### src/hdl/imm_pkg.sv
// Shared constants and types for the integer matrix multiply core.
package imm_pkg;

  localparam int MAX_DIM_DEF = 64;
  localparam int DIM_W       = 7;
  localparam logic [DIM_W-1:0] DIM_RESET = 7'd64;

  localparam logic [1:0] KIND_LOAD    = 2'd0;
  localparam logic [1:0] KIND_PRODUCT = 2'd1;
  localparam logic [1:0] KIND_TRACE   = 2'd2;

  typedef struct packed {
    logic issue;
    logic first;
    logic last;
  } issue_ctl_t;

  typedef struct packed {
    logic        done;
    logic [31:0] value;
  } dot_res_t;

  function automatic logic [63:0] sext32(input logic [31:0] v);
    return {{32{v[31]}}, v};
  endfunction

endpackage

### src/hdl/imm_seq.sv
// Sequencer that walks rows and columns through the multiply-accumulate unit.
module imm_seq #(
  parameter int MAX_DIM = imm_pkg::MAX_DIM_DEF,
  parameter int ADDR_W  = 12,
  parameter int IDX_W   = 6,
  parameter int CNT_W   = 7
) (
  input  logic                clk,
  input  logic                rst_n,
  input  logic [CNT_W-1:0]    eff_dim,
  input  logic                in_valid,
  output logic                in_ready,
  input  logic [1:0]          in_kind,
  input  logic [5:0]          in_row,
  input  logic [5:0]          in_col,
  output logic                wr_en,
  output logic [ADDR_W-1:0]   wr_addr,
  output imm_pkg::issue_ctl_t ctl,
  output logic [ADDR_W-1:0]   a_addr,
  output logic [ADDR_W-1:0]   b_addr,
  input  imm_pkg::dot_res_t   dot,
  output logic                out_valid,
  input  logic                out_ready,
  output logic [63:0]         out_result,
  output logic                out_is_trace,
  output logic                out_index_error
);
  import imm_pkg::*;

  typedef enum logic [1:0] {ST_IDLE, ST_ISSUE, ST_WAIT, ST_DONE} state_t;

  state_t            state_r;
  logic [IDX_W-1:0]  row_r;
  logic [IDX_W-1:0]  col_r;
  logic [IDX_W-1:0]  k_r;
  logic [IDX_W-1:0]  i_r;
  logic [IDX_W-1:0]  dot_cnt_r;
  logic [CNT_W-1:0]  target_r;
  logic              trace_r;
  logic              err_r;
  logic [63:0]       sum_r;
  logic [63:0]       res_r;
  logic              out_valid_r;
  logic [63:0]       out_result_r;
  logic              out_is_trace_r;
  logic              out_err_r;

  logic [IDX_W-1:0]  last_k;
  logic [IDX_W-1:0]  last_dot;
  logic [IDX_W-1:0]  a_row;
  logic [IDX_W-1:0]  b_col;
  logic              row_out;
  logic              col_out;
  logic              load_ok;

  assign in_ready = (state_r == ST_IDLE);
  assign last_k   = IDX_W'(eff_dim - 1'b1);
  assign last_dot = IDX_W'(target_r - 1'b1);
  assign row_out  = 32'(in_row) >= 32'(eff_dim);
  assign col_out  = 32'(in_col) >= 32'(eff_dim);
  assign load_ok  = (32'(in_row) < 32'(MAX_DIM)) && (32'(in_col) < 32'(MAX_DIM));

  assign wr_en   = in_valid && in_ready && (in_kind == KIND_LOAD) && load_ok;
  assign wr_addr = ADDR_W'(in_row) * ADDR_W'(MAX_DIM) + ADDR_W'(in_col);

  assign a_row     = trace_r ? i_r : row_r;
  assign b_col     = trace_r ? i_r : col_r;
  assign ctl.issue = (state_r == ST_ISSUE);
  assign ctl.first = (k_r == '0);
  assign ctl.last  = (k_r == last_k);
  assign a_addr    = ADDR_W'(a_row) * ADDR_W'(MAX_DIM) + ADDR_W'(k_r);
  assign b_addr    = ADDR_W'(k_r) * ADDR_W'(MAX_DIM) + ADDR_W'(b_col);

  always_ff @(posedge clk) begin
    if (!rst_n) begin
      state_r     <= ST_IDLE;
      out_valid_r <= 1'b0;
    end else begin
      if (out_valid_r && out_ready && (state_r != ST_DONE)) begin
        out_valid_r <= 1'b0;
      end
      if (dot.done) begin
        sum_r     <= sum_r + sext32(dot.value);
        dot_cnt_r <= dot_cnt_r + 1'b1;
      end
      case (state_r)
        ST_IDLE: begin
          if (in_valid) begin
            row_r     <= IDX_W'(in_row);
            col_r     <= IDX_W'(in_col);
            trace_r   <= (in_kind == KIND_TRACE);
            sum_r     <= '0;
            dot_cnt_r <= '0;
            k_r       <= '0;
            i_r       <= '0;
            err_r     <= 1'b0;
            case (in_kind)
              KIND_PRODUCT: begin
                target_r <= CNT_W'(1);
                if (row_out || col_out) begin
                  res_r   <= '0;
                  err_r   <= 1'b1;
                  state_r <= ST_DONE;
                end else begin
                  state_r <= ST_ISSUE;
                end
              end
              KIND_TRACE: begin
                target_r <= eff_dim;
                if (eff_dim == '0) begin
                  res_r   <= '0;
                  state_r <= ST_DONE;
                end else begin
                  state_r <= ST_ISSUE;
                end
              end
              default: begin
              end
            endcase
          end
        end
        ST_ISSUE: begin
          if (k_r == last_k) begin
            k_r <= '0;
            if (trace_r && (i_r != last_k)) begin
              i_r <= i_r + 1'b1;
            end else begin
              state_r <= ST_WAIT;
            end
          end else begin
            k_r <= k_r + 1'b1;
          end
        end
        ST_WAIT: begin
          if (dot.done && (dot_cnt_r == last_dot)) begin
            res_r   <= sum_r + sext32(dot.value);
            state_r <= ST_DONE;
          end
        end
        ST_DONE: begin
          if (!out_valid_r || out_ready) begin
            out_valid_r    <= 1'b1;
            out_result_r   <= res_r;
            out_is_trace_r <= trace_r;
            out_err_r      <= err_r;
            state_r        <= ST_IDLE;
          end
        end
        default: begin
          state_r <= ST_IDLE;
        end
      endcase
    end
  end

  assign out_valid       = out_valid_r;
  assign out_result      = out_result_r;
  assign out_is_trace    = out_is_trace_r;
  assign out_index_error = out_err_r;

endmodule
### config.mk
export PLATFORM = sky130hd
export DESIGN_NAME = imm_seq
export DESIGN_NICKNAME = d
export VERILOG_FILES = /design/src/hdl/imm_pkg.sv /design/src/hdl/imm_seq.sv
export SDC_FILE = /design/constraint.sdc
export NUM_CORES = 1
export LEC_CHECK = 0
export ABC_AREA = 1
export BUFFER_PORTS_ARGS = -buffer_cell sky130_fd_sc_hd__buf_2
export CAP_MARGIN = 20
export CORE_ASPECT_RATIO = 0.9
export CORE_MARGIN = 4
export CORE_UTILIZATION = 55
export CTS_CLUSTER_DIAMETER = 150
export DETAILED_ROUTE_END_ITERATION = 10
export GPL_TIMING_DRIVEN = 1
export PLACE_DENSITY = 0.78
export RECOVER_POWER = 25
export SLEW_MARGIN = 20
export SYNTH_ARGS = -nofsm -noshare
export SYNTH_HDL_FRONTEND = slang
export SYNTH_SLANG_ARGS = --single-unit
### constraint.sdc
create_clock -name clk -period 7.75 [get_ports clk]
set_clock_uncertainty 0.05 [all_clocks]
set_input_delay 1.55 -clock clk [delete_from_list [all_inputs] [get_ports clk]]
set_output_delay 1.55 -clock clk [all_outputs]
set_load 0.01 [all_outputs]
==> flow_summary.yaml <==
status:
  status: "finished with violations"
  violations: "max-capacitance violations, max-slew violations"
timing:
  rsz0062_at_grt: "no"
  hold_violations: 0
  setup-tns-final_ps: 0
  fmax_ghz: 0.190
  period_needed_ps: 5250
  tightest_slew_ps: 2670
  slew_headroom_pct: -78.1
  postLayoutSetupSlackWorst_ps: 2500
  maxSlewViolCount: 40
  setup_viol: 0
  hold_ws_ps: 369
  period_share_pct: 67.8
grt:
  grt_pass1_vias: 12948
  grt_pass1_wl_mm: 66.4
  grt_usage_pct: 25.7
  grt_max_degree: 93
  overflow: 0
  antenna_found_initial: 0
min_path:
  hp-start: "res_r[32]$_SDFFCE_PN0P_"
  hold_depth: 0
  hp-class: "flip-flop to flip-flop"
  holdPathEnd: "out_result[32]$_DFFE_PP_"
worst_setup_path:
  path_cells: "buf_2 > clkbuf_1 > inv_1 > a211oi_2 > nand2_1 > nor2_1"
  worst-path-max-fanout: 39
  rrSetupSlack_ps: 4420
  cp_slowest_cell: "clkbuf_1"
  r2r_start: "state_r[0]$_SDFFE_PN0P_"
  cpPeakStageDelay_ps: 1870
  path_delay_family: "buffers and inverters"
  critPathLaunchType: "input pin"
  cp.required_ps: 7860
  reg2reg_depth: 8
  crit_arrival_ps: 5370
  cp-end-kind: "flip-flop"
  worst-setup-path-type: "input pin to flip-flop"
  path_buf_inv: 3
  rr_endpoint: "sum_r[28]$_DFFE_PP_"
synth:
  synth.avg_cell_area_um2: 7.58
  synth_fp_nets: 2238
  synthFlopType: "edfxtp_1"
  synth-edff-count: 232
  synth_seq_area_share_pct: 44.3
  ys_ff_latch: 235
  synth_warnings: 0
  async_reset_ff_share_pct: 0
  synth.distinct_cells: 40
  netlist_area_um2: 15800
  synth_cells: 2091
floorplan:
  dieArea_um2: 31600
  fp.dieW_um: 187
  rows: 58
  core_um2: 28200
  initial_core_util_pct: 56.3
  io_pins: 166
  die_h_um: 169
cts:
  ctsHoldBuffers: 0
  insertion_delay_ps: 530
  numCtsBuffers: 25
  clockRootBuffer: "clkbuf_16"
  clock-sinks: 235
  cts.clk_slew.worst_paths_ps: 60
  tritoncts: "yes"
  htree_levels: 1
  ctsResizeCount: 0
  cts_max_path_buffers: 3
  post_cts_buffers: 0
routing:
  drt-wirelength-per-cell_um: 15.8
  first_pass_iters: 6
  detail-route-antenna-nets: 0
  drc: 0
  vias: 13637
  viasPerCell: 5.20
  first_iter_violations: 1216
  routed_wl_mm: 41.3
pwr:
  leakage_uw: 0.00890
  sequentialPowerShare_pct: 36.6
  p_int_uw: 3050
  powerDensity_nw_per_um2: 284
  swShare_pct: 39.4
  power.switching_uw: 1980
  power_frac_clock_pct: 23.5
  pwr-share-comb_pct: 39.9
  ir_drop_v: 0.000212
finish:
  mostFrequentLayoutCell: "nand2_1"
  syn_to_final_growth_pct: 11.9
  multi_input_area_um2: 7020
  drive_gt1_share_pct: 11.5
  final_cell_mix: "614 x nand2_1, 403 x inv_1, 272 x nor2_1"
  final_cell_area_um2: 17700
  seqCellArea_um2: 7030
  insertedDiodeCount: 0
  fillCellCount: 2522
  nets: 2391
placed_design:
  portBuffers: 165
  post_dp_cell_area_um2: 16900
  gp_congestion: 1.05
  pre_cts_ws_ps: 3290
  dp_hpwl_mm: 32.4
run:
  max-cap-violations: 1
-- layout make-up --
class / instances / area share [%]
clock buffer: 32 / 3.79
clock inverter: 12 / 0.720
inverter: 414 / 8.78
multi-input combinational: 1394 / 39.6
sequential: 235 / 39.6
tap: 360 / 2.54
timing repair buffer: 174 / 4.91
-- power groups by stage --
stage               Sequential, uW  Combinational [uW]  Clock, uW
global placement              1860                1930          0
global route                  1860                2260       1260
detailed placement            1860                1980          0
floorplan                     1840                1440          0
CTS                           1840                1990       1210
finish                        1840                2010       1180
-- cells by family after synthesis --
family | Yosys count | synth area share (%)
AO/OA/AOI/OAI | 190 | 6.63
AND/OR/NAND/NOR | 1068 | 27.8
adder cells (fa/ha/maj) | 89 | 7.08
flip-flops | 235 | 44.3
buffers and inverters | 462 | 11.5
XOR/XNOR | 47 | 2.69
-- state kept, by name, summed over array words and instances (netlist names), 2 cells and up --
name	flops
k_r	6
col_r	6
sum_r	64
row_r	6
i_r	6
res_r	64
state_r	2
dot_cnt_r	6
target_r	6
out_result	64
-- worst max path at each step --
stage,startpoint,endpoint,slack [ps],cells after the start
floorplan,rst_n,out_index_error$_DFFE_PP_,990,2
finish,rst_n,i_r[3]$_SDFFCE_PN0P_,2500,6
global placement,eff_dim[1],ctl[0],3310,12
global route,rst_n,res_r[63]$_SDFFCE_PN0P_,2310,7
detailed placement,eff_dim[1],ctl[0],3290,12
CTS,eff_dim[0],ctl[0],3290,12
-- Yosys cell counts (21+ instances only) --
master    count  area (um^2)
a21oi_1     100          500
buf_4        21          158
clkbuf_1     24         90.1
edfxtp_1    232         6970
ha_1         88         1100
inv_1       403         1510
nand2_1     614         2300
nand3_1      95          475
nor2_1      272         1020
o21ai_0      47          235
xnor2_1      27          236
-- per-stage QoR --
stage | std cells | util (%) | total power (uW)
CTS | 2621 | 63.0 | 5040
floorplan | 2091 | - | 3280
global placement | 2577 | 60.2 | 3780
finish | 2621 | 62.9 | 5030
global route | 2621 | 62.9 | 5380
detailed placement | 2577 | 60.2 | 3840
-- routing by layer --
layer	up-vias	track usage, %	routed length (um)
li1	6877	-	-
met1	6233	36.8	19100
met2	460	41.4	18100
met3	67	4.47	3200
met4	0	5.91	984
met5	-	0	0
Power figures use the tool's default switching activity.
